$ cat src/design/mexp_pkg.sv
// Shared constants and types for the modular exponentiation core.
package mexp_pkg;

    localparam int WIDTH  = 31;
    localparam int CNT_W  = $clog2(WIDTH + 1);
    localparam int ADDR_W = 3;
    localparam int DATA_W = 32;

    localparam logic [WIDTH-1:0] MOD_RESET = WIDTH'(77807857);

    // register index as decoded from paddr[2]
    localparam logic REG_MODULUS = 1'b0;

    typedef struct packed {
        logic             start;
        logic [WIDTH-1:0] a;
        logic [WIDTH-1:0] b;
    } t_mm_req;

    typedef struct packed {
        logic             done;
        logic [WIDTH-1:0] result;
    } t_mm_rsp;

endpackage

$ cat src/design/mexp_mulmod.sv
// Bit-serial modular multiplier: a * b mod m, one bit of b per cycle.
module mexp_mulmod (
    input  logic                         i_clk,
    input  logic                         i_rst_n,
    input  mexp_pkg::t_mm_req            i_req,
    input  logic [mexp_pkg::WIDTH-1:0]   i_modulus,
    output mexp_pkg::t_mm_rsp            o_rsp
);
    import mexp_pkg::*;

    logic [WIDTH-1:0] r_acc;
    logic [WIDTH-1:0] r_a;
    logic [WIDTH-1:0] r_b;
    logic [CNT_W-1:0] r_cnt;
    logic             r_done;

    logic [WIDTH:0]   acc_sum;
    logic [WIDTH:0]   acc_red;
    logic [WIDTH:0]   dbl;
    logic [WIDTH:0]   dbl_red;
    logic [WIDTH-1:0] n_acc;
    logic [WIDTH-1:0] n_a;

    // both operands stay below m, so one conditional subtract suffices
    always_comb begin
        acc_sum = {1'b0, r_acc} + {1'b0, r_a};
        acc_red = (acc_sum >= {1'b0, i_modulus}) ? acc_sum - {1'b0, i_modulus} : acc_sum;
        dbl     = {r_a, 1'b0};
        dbl_red = (dbl >= {1'b0, i_modulus}) ? dbl - {1'b0, i_modulus} : dbl;
        n_acc   = r_b[0] ? acc_red[WIDTH-1:0] : r_acc;
        n_a     = dbl_red[WIDTH-1:0];
    end

    always_ff @(posedge i_clk) begin
        if (!i_rst_n) begin
            r_cnt  <= '0;
            r_done <= 1'b0;
        end else begin
            r_done <= (r_cnt == CNT_W'(1));
            if (i_req.start) begin
                r_cnt <= CNT_W'(WIDTH);
            end else if (r_cnt != '0) begin
                r_cnt <= r_cnt - CNT_W'(1);
            end
        end
    end

    always_ff @(posedge i_clk) begin
        if (i_req.start) begin
            r_acc <= '0;
            r_a   <= i_req.a;
            r_b   <= i_req.b;
        end else if (r_cnt != '0) begin
            r_acc <= n_acc;
            r_a   <= n_a;
            r_b   <= r_b >> 1;
        end
    end

    assign o_rsp.done   = r_done;
    assign o_rsp.result = r_acc;

endmodule

$ cat src/design/modular_exponentiation_core.sv
// Top level: base^exponent mod modulus by right-to-left square-and-multiply.
// A zero exponent or zero modulus skips the multiplier and goes straight to the done state.
// One request at a time; every step is one pass of the shared bit-serial multiplier.
// Synchronous active-low reset clears control state; modulus resets to 77807857.
module modular_exponentiation_core (
    input  logic                          i_clk,
    input  logic                          i_rst_n,
    input  logic                          i_in_valid,
    output logic                          o_in_ready,
    input  logic [mexp_pkg::WIDTH-1:0]    i_base,
    input  logic [mexp_pkg::WIDTH-1:0]    i_exponent,
    output logic                          o_out_valid,
    input  logic                          i_out_ready,
    output logic [mexp_pkg::WIDTH-1:0]    o_power_mod,
    input  logic                          psel,
    input  logic                          penable,
    input  logic                          pwrite,
    input  logic [mexp_pkg::ADDR_W-1:0]   paddr,
    input  logic [mexp_pkg::DATA_W-1:0]   pwdata,
    output logic [mexp_pkg::DATA_W-1:0]   prdata,
    output logic                          pready
);
    import mexp_pkg::*;

    typedef enum logic [4:0] {
        ST_IDLE   = 5'b00001,
        ST_REDUCE = 5'b00010,
        ST_MULT   = 5'b00100,
        ST_SQUARE = 5'b01000,
        ST_DONE   = 5'b10000
    } t_state;

    t_state           r_state, n_state;
    logic [WIDTH-1:0] r_modulus;
    logic [WIDTH-1:0] r_exp, n_exp;
    logic [WIDTH-1:0] r_acc, n_acc;
    logic [WIDTH-1:0] r_b, n_b;
    logic [WIDTH-1:0] r_res, n_res;
    logic [WIDTH-1:0] r_out_data;
    logic             r_out_valid;
    logic             load_out;
    logic [WIDTH-1:0] one_mod;
    logic [WIDTH-1:0] exp_shift;
    logic [WIDTH-1:0] mul;
    t_mm_req          mm_req;
    t_mm_rsp          mm_rsp;

    mexp_mulmod u_mulmod (
        .i_clk     (i_clk),
        .i_rst_n   (i_rst_n),
        .i_req     (mm_req),
        .i_modulus (r_modulus),
        .o_rsp     (mm_rsp)
    );

    assign mul       = mm_rsp.result;
    assign one_mod   = (r_modulus == WIDTH'(1)) ? '0 : WIDTH'(1);
    assign exp_shift = r_exp >> 1;

    always_comb begin
        n_state  = r_state;
        n_exp    = r_exp;
        n_acc    = r_acc;
        n_b      = r_b;
        n_res    = r_res;
        mm_req   = '0;
        load_out = 1'b0;
        unique case (r_state)
            ST_IDLE: begin
                if (i_in_valid) begin
                    n_exp = i_exponent;
                    n_acc = one_mod;
                    if (i_exponent == '0) begin
                        n_res   = WIDTH'(1);
                        n_state = ST_DONE;
                    end else if (r_modulus == '0) begin
                        n_res   = '0;
                        n_state = ST_DONE;
                    end else begin
                        // base mod m as (1 mod m) * base
                        mm_req.start = 1'b1;
                        mm_req.a     = one_mod;
                        mm_req.b     = i_base;
                        n_state      = ST_REDUCE;
                    end
                end
            end
            ST_REDUCE: begin
                if (mm_rsp.done) begin
                    n_b          = mul;
                    mm_req.start = 1'b1;
                    if (r_exp[0]) begin
                        mm_req.a = r_acc;
                        mm_req.b = mul;
                        n_state  = ST_MULT;
                    end else begin
                        mm_req.a = mul;
                        mm_req.b = mul;
                        n_state  = ST_SQUARE;
                    end
                end
            end
            ST_MULT: begin
                if (mm_rsp.done) begin
                    n_acc = mul;
                    // last exponent bit: the trailing square is not needed
                    if (exp_shift == '0) begin
                        n_res   = mul;
                        n_state = ST_DONE;
                    end else begin
                        mm_req.start = 1'b1;
                        mm_req.a     = r_b;
                        mm_req.b     = r_b;
                        n_state      = ST_SQUARE;
                    end
                end
            end
            ST_SQUARE: begin
                if (mm_rsp.done) begin
                    n_b   = mul;
                    n_exp = exp_shift;
                    if (exp_shift == '0) begin
                        n_res   = r_acc;
                        n_state = ST_DONE;
                    end else begin
                        mm_req.start = 1'b1;
                        if (exp_shift[0]) begin
                            mm_req.a = r_acc;
                            mm_req.b = mul;
                            n_state  = ST_MULT;
                        end else begin
                            mm_req.a = mul;
                            mm_req.b = mul;
                            n_state  = ST_SQUARE;
                        end
                    end
                end
            end
            ST_DONE: begin
                if (!r_out_valid || i_out_ready) begin
                    load_out = 1'b1;
                    n_state  = ST_IDLE;
                end
            end
            default: n_state = ST_IDLE;
        endcase
    end

    always_ff @(posedge i_clk) begin
        if (!i_rst_n) begin
            r_state     <= ST_IDLE;
            r_out_valid <= 1'b0;
            r_modulus   <= MOD_RESET;
        end else begin
            r_state <= n_state;
            if (load_out) begin
                r_out_valid <= 1'b1;
            end else if (i_out_ready) begin
                r_out_valid <= 1'b0;
            end
            if (psel && penable && pwrite && paddr[2] == REG_MODULUS) begin
                r_modulus <= pwdata[WIDTH-1:0];
            end
        end
    end

    always_ff @(posedge i_clk) begin
        r_exp <= n_exp;
        r_acc <= n_acc;
        r_b   <= n_b;
        r_res <= n_res;
        if (load_out) begin
            r_out_data <= r_res;
        end
    end

    assign o_in_ready  = (r_state == ST_IDLE);
    assign o_out_valid = r_out_valid;
    assign o_power_mod = r_out_data;
    assign pready      = 1'b1;
    assign prdata      = (paddr[2] == REG_MODULUS) ? DATA_W'(r_modulus) : '0;

endmodule

$ cat config.mk
export PLATFORM = sky130hd
export DESIGN_NAME = modular_exponentiation_core
export DESIGN_NICKNAME = d
export VERILOG_FILES = /design/src/design/mexp_pkg.sv /design/src/design/mexp_mulmod.sv /design/src/design/modular_exponentiation_core.sv
export SDC_FILE = /design/constraint.sdc
export NUM_CORES = 1
export LEC_CHECK = 0
export CAP_MARGIN = 5
export CORE_UTILIZATION = 29
export CTS_CLUSTER_DIAMETER = 80
export DETAILED_ROUTE_END_ITERATION = 10
export DONT_BUFFER_PORTS = 1
export PLACE_DENSITY_LB_ADDON = 0.25
export SLEW_MARGIN = 20
export SYNTH_ARGS = -nofsm -noshare
export SYNTH_HDL_FRONTEND = slang
export SYNTH_SLANG_ARGS = --single-unit
$ cat constraint.sdc
create_clock -name i_clk -period 9.77 [get_ports i_clk]
set_input_delay 1.954 -clock i_clk [delete_from_list [all_inputs] [get_ports i_clk]]
set_output_delay 1.954 -clock i_clk [all_outputs]
set_load 0.03 [all_outputs]
[Word level (Yosys, flattened, before mapping)]
Index checks and enable logic that the tools add are counted.
Cells by class
  add/subtract/negate cells: 4
  $lt $le $gt $ge: 2
  eq/ne operators: 15
  multiplexer cells: 51
  bitwise logic cells: 1
  reduce and logical (&&, ||, !) cells: 21
Operators with widths (count)
  two-way mux 31 bit: 18
  two-way mux 63 bit: 8
  one-hot mux 63 bit (4 select lines): 1
  two-way mux 62 bit: 2
  one-hot mux 31 bit (2 select lines): 2
  zero test 31 bit: 3
  one-hot mux 31 bit (3 select lines): 1
  >= comparator 32 x 31 -> 1 bit: 2
  subtractor 31 bit: 2
  two-way mux 5 bit: 11
  adder 31 x 31 -> 32 bit: 1
  == test 31 x 1 -> 1 bit (second input constant): 1
  one-hot mux 5 bit (5 select lines): 1
  == test 5 x 1 -> 1 bit (second input constant): 2
  two-way mux 4 bit: 2
  != test 2 bit (second input constant): 4
  nonzero test 2 bit: 4
  AND reduction 7 bit: 1
  != test 2 x 1 -> 1 bit (second input constant): 3
  AND reduction 3 bit: 2
  == test 5 x 2 -> 1 bit (second input constant): 1
  == test 5 x 3 -> 1 bit (second input constant): 1
  == test 5 x 4 -> 1 bit (second input constant): 1
  == test 5 bit (second input constant): 1
  other kinds (12): 19
Word-level totals
  flip-flop bits (word level): 291
  output and inout bits: 66
  logic and storage cells: 107

[Depth between registers and ports, before layout]
Gate-level depths: netlist of the first run.
  word-level depth: 7
  mapped depth: 23
  depth with buffers taken out: 21

[Hierarchy]
Synthesis of the first run repeated with hierarchy kept, for this count alone.
Second synthesis, totals
  cell total of the unflattened synthesis: 1977
  area total of the unflattened synthesis: 18829.3 um^2
Modules (own cells, without submodules)
  mexp_mulmod: times used 1, cells each 1116, area each 9459.1 um^2, sequential area each 2602.5 um^2
  modular_exponentiation_core: times used 1, cells each 861, area each 9370.2 um^2, sequential area each 5395.2 um^2

[Least setup slack after synthesis of the first run]
Ideal clock, no wire load.
  path type: input to register
  start: input port i_exponent[8] in the netlist's numbering
  end: register r_res[0], enable pin
  setup time: 0.592 ns
  arrival: 7.521 ns
  data required time: 9.178 ns
  path slack: 1.658 ns
  stages: 5
  cells stage by stage: nor4_1 -> nand4_1 -> nor2_1 -> a211oi_1 -> a2111oi_0
On the way
  longest elaborated chain between the ends: 3
RTL lines
  start, declared: line modular_exponentiation_core.sv:11  | input logic [mexp_pkg::WIDTH-1:0] i_exponent,
  zero test 31 bit: line modular_exponentiation_core.sv:73  | if (i_exponent == '0) begin
  != test 3 x 1 -> 1 bit (no source line)
  AND reduction 7 bit (no source line)
  end signal, assigned: line modular_exponentiation_core.sv:171  | r_res <= n_res;
  end, declared: line modular_exponentiation_core.sv:38  | logic [WIDTH-1:0] r_res, n_res;
No other way between the ends.
A chain may end at the register's enable or synchronous reset.

[Worst setup path after layout of the first run]
  start: register u_mulmod.r_a[0]
  end: register u_mulmod.r_acc[13]
On the way
  longest elaborated chain between the ends: 3
  elaborated cells on any way between the ends: 4
RTL lines
  start, declared: line mexp_mulmod.sv:12  | logic [WIDTH-1:0] r_a;
  start signal, assigned: line mexp_mulmod.sv:51  | r_a <= i_req.a;
  start signal, assigned: line mexp_mulmod.sv:55  | r_a <= n_a;
  adder 31 x 31 -> 32 bit *: line mexp_mulmod.sv:26  | acc_sum = {1'b0, r_acc} + {1'b0, r_a};
  subtractor 31 bit or >= comparator 32 x 31 -> 1 bit (tied branches): line mexp_mulmod.sv:27  | acc_red = (acc_sum >= {1'b0, i_modulus}) ? acc_sum - {1'b0, i_modulus} : acc_sum;
  two-way mux 31 bit *: line mexp_mulmod.sv:27
  end signal, assigned: line mexp_mulmod.sv:54  | r_acc <= n_acc;
  end, declared: line mexp_mulmod.sv:11  | logic [WIDTH-1:0] r_acc;
Every way passes the cells marked *; elsewhere a longest branch is shown, timed or not.

==> flow_metrics.py, run 1 <==
metrics = {
    "status": {
        "outcome": "completed",
    },
    "drt": {
        "route.antenna.remaining_nets": 0,
        "routed_via_density": 5.265,
        "drt_iter0_markers": 1376,
        "avgRoutedWirePerCell_microns": 19.63,
        "vias": 14660,
        "firstDrtPassIters": 6,
        "drcViolationCount": 0,
        "wl_mm": 54.68,
    },
    "timing": {
        "drv_slew": 0,
        "fin_crit_ps": 6030,
        "setup_viol": 0,
        "fin_worst_skew_ps": 16.09,
        "timing.hold.ws_ps": 417.2,
        "worst_slack_ps": 3740,
        "hold_violations": 0,
        "worstMarginPinSlew_ps": 1219,
        "rsz0062_at_grt": "false",
        "fmax_ghz": 0.1658,
        "setup-tns-final_ps": 0,
        "slew_headroom_pct": 16.64,
        "finalCritPeriodShare_pct": 61.72,
    },
    "grt": {
        "antenna_found_initial": 0,
        "grt_pass1_vias": 13900,
        "grt_pass1_wl_mm": 82.68,
        "overflow": 0,
        "grt_max_degree": 65,
        "grtUsageTotal_pct": 16.71,
    },
    "floorplanning": {
        "dieArea_sq_mm": 0.06403,
        "start_util_pct": 29.51,
        "die_h_microns": 253.0,
        "ios": 170,
        "rows": 91,
        "coreArea_sq_mm": 0.06194,
        "die_width_microns": 253.0,
    },
    "job": {
        "max-cap-violations": 0,
    },
    "worst_setup_path": {
        "cpPeakStageDelay_ps": 490,
        "r2r_start": "u_mulmod.r_a[0]$_DFFE_PP_",
        "worstSetupStartpoint": "u_mulmod.r_a[0]$_DFFE_PP_",
        "worstPathMaxFanout": 31,
        "crit_slowest_cell": "edfxtp_1",
        "cp-start-kind": "flop",
        "setup.worst_path.end_class": "flop",
        "worst_ep_required_time_ps": 10190,
        "crit_chain": "ha_1 -> fa_1 -> a211oi_1 -> o211ai_1 -> a311oi_1 -> nor2_1 -> a21bo_2 -> a2111oi_0 -> a21oi_1 -> xor2_1 -> ha_1 -> and2_1 -> nor2_1 -> o21ai_0 -> nand2b_1 -> o31a_1 -> o21ai_1 -> o21a_1 -> nand2_2 -> mux2i_1 -> a211oi_2",
        "critPathKind": "reg -> reg",
        "crit_arrival_ps": 6450,
    },
    "clock_tree": {
        "hold_buffers": 0,
        "ctsResizeCount": 0,
        "root_buffer": "clkbuf_16",
        "clkSinkCount": 291,
        "cts_setup_buffers": 0,
        "cts_max_level": 2,
        "clk_path_buf_depth": 3,
        "clk_pin_slew_ps": 60,
        "cts_tree": "built",
        "clock_latency_ps": 570,
        "cts-buffers-inserted": 39,
    },
    "power_and_ir_drop": {
        "ir_drop_mv": 0.2287,
        "p_comb_share_pct": 59.6,
        "p_sw_mw": 4.288,
        "pwr-share-clk_pct": 14.7,
        "p_seq_share_pct": 25.6,
        "internal-power_mw": 4.904,
        "p_sw_share_pct": 46.65,
        "finalPower_mw": 9.192,
        "powerDensity_mw_per_mm2": 454.2,
        "leakagePower_nw": 7.873,
    },
    "synthesis": {
        "synth-async-reset-ratio_pct": 0,
        "yosysWarnings": 0,
        "syn_inst": 1981,
        "synth_edf_count": 217,
        "synth_top_area_share_pct": 35.65,
        "synth_fp_nets": 2184,
        "synthAdderAreaFrac_pct": 6.901,
        "synthMostInstantiatedCell": "nand2_1",
        "yosys.area.top_type": "edfxtp_1",
        "synthSimpleGateAreaFrac_pct": 17.64,
        "synth_area_leaders": "edfxtp_1 (36%), dfxtp_1 (8.1%), nand2_1 (7.1%)",
        "synth.area.mux_share_pct": 2.485,
        "synth_xor_area_share_pct": 3.738,
        "synth_compound_area_share_pct": 21.52,
        "synthesis.area_sq_mm": 0.01828,
        "yosysSeqAreaShare_pct": 43.76,
        "synth.distinct_cells": 91,
        "synth_top_family_by_area": "compound AO/OA/AOI/OAI gates",
        "synth_common_cells": "nand2_1 (348), edfxtp_1 (217), nor2_1 (172)",
        "ys_seq_elements": 291,
        "synth.avg_cell_area_sq_um": 9.226,
        "ys.flop_type": "edfxtp_1",
    },
    "cells_and_area": {
        "synthToLayoutAreaGrowth_pct": 10.72,
        "nFillCells": 6410,
        "regArea_sq_mm": 0.007998,
        "multi_input_area_sq_mm": 0.009634,
        "finalNonFillerCells": 2785,
        "drive_gt1_share_pct": 6.680,
        "nets": 2124,
    },
    "hold_path": {
        "hold_path_class": "reg -> reg",
        "hold_start": "r_res[30]$_DFFE_PP_",
    },
    "placement": {
        "dpl.hpwl_mm": 40.20,
        "numPortBuffers": 0,
        "place_inst": 2717,
        "gp_congestion": 0.8695,
        "post-place-ws_ps": 3522,
    },
}
==> power groups by stage <==
stage / combinational [mW] / sequential [mW] / clock [mW]
after CTS: 5.45 / 2.35 / 1.40
after global placement: 5.34 / 2.35 / 0
after floorplan: 4.41 / 2.21 / 0
after global routing: 6.12 / 2.41 / 1.44
final: 5.48 / 2.35 / 1.36
after detailed placement: 5.44 / 2.36 / 0
==> logic make-up (layout without fill, tap and decap cells) <==
logic type	Yosys count	after routing
and+or+nand+nor	717	717
DFF	291	291
buffers and inverters	178	143
AOI/OAI and AO/OA	572	572
other	2	4
xor gates and xnor gates	78	78
muxes	44	44
adders and majority gates	99	99
==> registers in the layout (all words and copies together), names as in the netlist <==
| signal | flops |
|---|---|
| u_mulmod.r_cnt | 5 |
| r_modulus | 31 |
| u_mulmod.r_done | 1 |
| u_mulmod.r_acc | 31 |
| o_power_mod | 31 |
| o_out_valid | 1 |
| r_acc | 31 |
| r_exp | 31 |
| r_b | 31 |
| u_mulmod.r_b | 31 |
| u_mulmod.r_a | 31 |
| r_res | 31 |
| r_state | 5 |
==> worst max-delay path: cells and delay by family, from the launching register on <==
kind / cells / cell delay [ps]
AOI/OAI and AO/OA: 11 / 2760
xor gates and xnor gates: 1 / 280
adders and majority gates: 3 / 990
DFF: 1 / 490
muxes: 1 / 330
and+or+nand+nor: 5 / 1020
==> final cells by class <==
cell class,instances,share of cell area (%)
multi-input cells,1512,47.61
flip-flops and latches,291,39.52
well taps,837,5.175
clock buffers,43,4.947
inverters,61,1.132
clock inverters,23,0.9955
repair buffers,16,0.5936
diodes,2,0.02473
==> worst paths after layout <==
kind | to | slack, ps | depth (start not counted)
setup / recovery | u_mulmod.r_acc[13]$_SDFFE_PP0P_ | 3740 | 21
hold / removal | o_power_mod[30]$_DFFE_PP_ | 420 | 0
setup reg to reg | u_mulmod.r_acc[13]$_SDFFE_PP0P_ | 3740 | 21
hold reg to reg | o_power_mod[30]$_DFFE_PP_ | 420 | 0
==> routing by layer <==
layer / global-route usage [%] / wire (microns) / vias up
met5: 0 / 0 / -
met4: 4.589 / 1173 / 0
met3: 2.673 / 3238 / 76
met2: 24.58 / 22760 / 474
met1: 24.94 / 27510 / 6934
li1: - / - / 7178
==> metrics by stage <==
stage	utilization [%]	cell area, sq um
floorplan	-	18280
global placement	30.72	19030
detailed placement	30.72	19030
CTS	32.66	20230
global route	32.66	20230
finish	32.67	20240
==> placed cells by master, fill, tap and decap left out, types with 39 or more instances in the layout <==
cell       count
a21o_1        73
inv_1         60
dfxtp_1       74
ha_1          96
a222oi_1      41
o21ai_0       76
and2_1        42
clkbuf_16     39
nand2_1      346
a21oi_1      152
nor2_1       172
xnor2_1       59
edfxtp_1     217
(Power assumes the default switching activity.)
==> inputs of run 2 (changes only) <==
==> constraint.sdc (replaced) <==
create_clock -name i_clk -period 6.03 [get_ports i_clk]
set_input_delay 1.206 -clock i_clk [delete_from_list [all_inputs] [get_ports i_clk]]
set_output_delay 1.206 -clock i_clk [all_outputs]
set_load 0.03 [all_outputs]
==> run 2 against run 1 <==
Highest routed layer unchanged. Maximum frequency up 13%. First-iteration DRC count down 6.8%. Via count up 1.4%. Non-clock buffer count up 11. Clock skew up 6.4 ps. Clock-buffer cell count down 1. Final cell count up 0.54%. Largest cell class unchanged. Die area unchanged.
==> flow_metrics.py, run 2 (synthesized netlist as in run 1, its figures left out) <==
metrics = {
    "worst_setup_path": {
        "cpPeakStageDelay_ps": 460,
        "setup.worst_path.end_class": "flop",
        "cp-start-kind": "flop",
        "worstPathMaxFanout": 11,
        "crit_chain": "ha_1 -> fa_1 -> a211oi_1 -> o211ai_1 -> a311oi_2 -> nor2_1 -> a21bo_2 -> a2111oi_0 -> a21oi_1 -> xor2_1 -> ha_1 -> and2_1 -> nor2_1 -> o21ai_1 -> nand2b_1 -> o31a_1 -> o21ai_1 -> o21ai_2 -> nor2_4 -> o21a_1 -> a21oi_1",
        "crit_arrival_ps": 5810,
        "critPathBufInv": 0,
        "crit_slowest_cell": "edfxtp_1",
        "critPathKind": "reg -> reg",
        "cp_top_family": "compound AO/OA/AOI/OAI gates",
        "worst_ep_required_time_ps": 6510,
    },
    "cells_and_area": {
        "final_cell_area_sq_mm": 0.02038,
        "synthToLayoutAreaGrowth_pct": 11.52,
        "nets": 2135,
        "final_common_cell": "nand2_1",
        "final_core_util_pct": 32.91,
        "nFillCells": 6427,
        "drive_gt1_share_pct": 7.241,
        "layout_common_cells": "nand2_1 (347), edfxtp_1 (217), nor2_1 (172)",
    },
    "timing": {
        "slew_headroom_pct": 26.53,
        "finalCritPeriodShare_pct": 88.43,
        "fin_crit_ps": 5332,
        "setup_viol": 0,
        "rsz0062_at_grt": "false",
        "worstMarginPinSlew_ps": 1099,
        "fin_worst_skew_ps": 22.45,
        "setup-tns-final_ps": 0,
        "drv_slew": 0,
        "fmax_ghz": 0.1875,
        "hold_violations": 0,
    },
    "clock_tree": {
        "clk_path_buf_depth": 3,
        "hold_buffers": 0,
        "clk_pin_slew_ps": 60,
        "cts_max_level": 2,
        "clkSinkCount": 291,
        "cts_setup_buffers": 0,
        "cts_tree": "built",
        "root_buffer": "clkbuf_16",
        "cts-buffers-inserted": 38,
        "ctsResizeCount": 0,
        "clock_latency_ps": 560,
    },
    "grt": {
        "antenna_found_initial": 1,
        "grt_pass1_wl_mm": 83.28,
        "grt_max_degree": 64,
        "grt_pass1_vias": 13940,
        "grtUsageTotal_pct": 16.84,
        "overflow": 0,
    },
    "floorplanning": {
        "ios": 170,
        "coreArea_sq_mm": 0.06194,
        "dieArea_sq_mm": 0.06403,
        "die_h_microns": 253.0,
        "die_width_microns": 253.0,
        "start_util_pct": 29.51,
        "rows": 91,
    },
    "status": {
        "outcome": "completed",
    },
    "drt": {
        "routed_via_density": 5.310,
        "drt_iter0_markers": 1282,
        "route.antenna.remaining_nets": 0,
        "vias": 14870,
        "firstDrtPassIters": 6,
        "drcViolationCount": 0,
        "avgRoutedWirePerCell_microns": 19.63,
        "wl_mm": 54.95,
    },
    "placement": {
        "placed_area_sq_mm": 0.01912,
        "dpl.hpwl_mm": 40.62,
        "numPortBuffers": 0,
        "gp_congestion": 0.8677,
    },
    "hold_path": {
        "hold_path_class": "reg -> reg",
    },
    "job": {
        "max-cap-violations": 0,
    },
}
## run 2: cell count changes in the layout (fill, tap and decap cells not counted), sizes merged
cell,previous run,this run
clkinv,16,17
clkbuf,43,42
inv,65,67
nor2,173,174
clkinvlp,2,1
buf,16,27
bufinv,1,3
## run 2: path summary, 6_finish.rpt
| check | from | to | slack, ps | cells past startpoint |
|---|---|---|---|---|
| setup / recovery | u_mulmod.r_a[0]$_DFFE_PP_ | u_mulmod.r_acc[25]$_SDFFE_PP0P_ | 700 | 21 |
| setup reg to reg | u_mulmod.r_a[0]$_DFFE_PP_ | u_mulmod.r_acc[25]$_SDFFE_PP0P_ | 700 | 21 |
| hold / removal | r_res[1]$_DFFE_PP_ | o_power_mod[1]$_DFFE_PP_ | 420 | 0 |
| hold reg to reg | r_res[1]$_DFFE_PP_ | o_power_mod[1]$_DFFE_PP_ | 420 | 0 |
## run 2: final cells by class
cell class                      instances  area [sq um]  share of cell area, %
Multi-Input combinational cell       1513          9657                  47.38
Sequential cell                       291          7998                  39.24
Tap cell                              837          1047                  5.138
Clock buffer                           42         987.2                  4.843
Clock inverter                         27         244.0                  1.197
Inverter                               61         229.0                  1.123
Timing Repair Buffer                   27         215.2                  1.056
Antenna cell                            2         5.005                0.02455
## run 2: worst reg2reg max path, cell delays in order, from the launching register on
cell and delay [ps]:
edfxtp_1 460, ha_1 250, fa_1 450, a211oi_1 330, o211ai_1 240, a311oi_2 320
nor2_1 140, a21bo_2 240, a2111oi_0 410, a21oi_1 90, xor2_1 270, ha_1 260
and2_1 170, nor2_1 50, o21ai_1 250, nand2b_1 150, o31a_1 120, o21ai_1 100
o21ai_2 420, nor2_4 180, o21a_1 220, a21oi_1 120
## run 2: metal layers
metal / global-route usage, % / part of all wire (%)
met1: 25.70 / 51
met2: 24.46 / 41
met3: 2.107 / 5.2
met4: 4.814 / 2.3
met5: 0 / 0
## run 2: per-stage QoR
stage	std cells	hold WS (ps)	setup WS [ps]
5_1_grt	2799	424.4	82.63
6_report	2800	419.3	697.6
4_1_cts	2797	420.0	414.6
3_3_place_gp	2728	404.1	529.3
3_5_place_dp	2728	405.4	450.4
2_1_floorplan	1981	400.3	220.6
Power of run 2 is not shown: default switching activity piles up to over one toggle a cycle in this logic, so the estimate is an artifact.
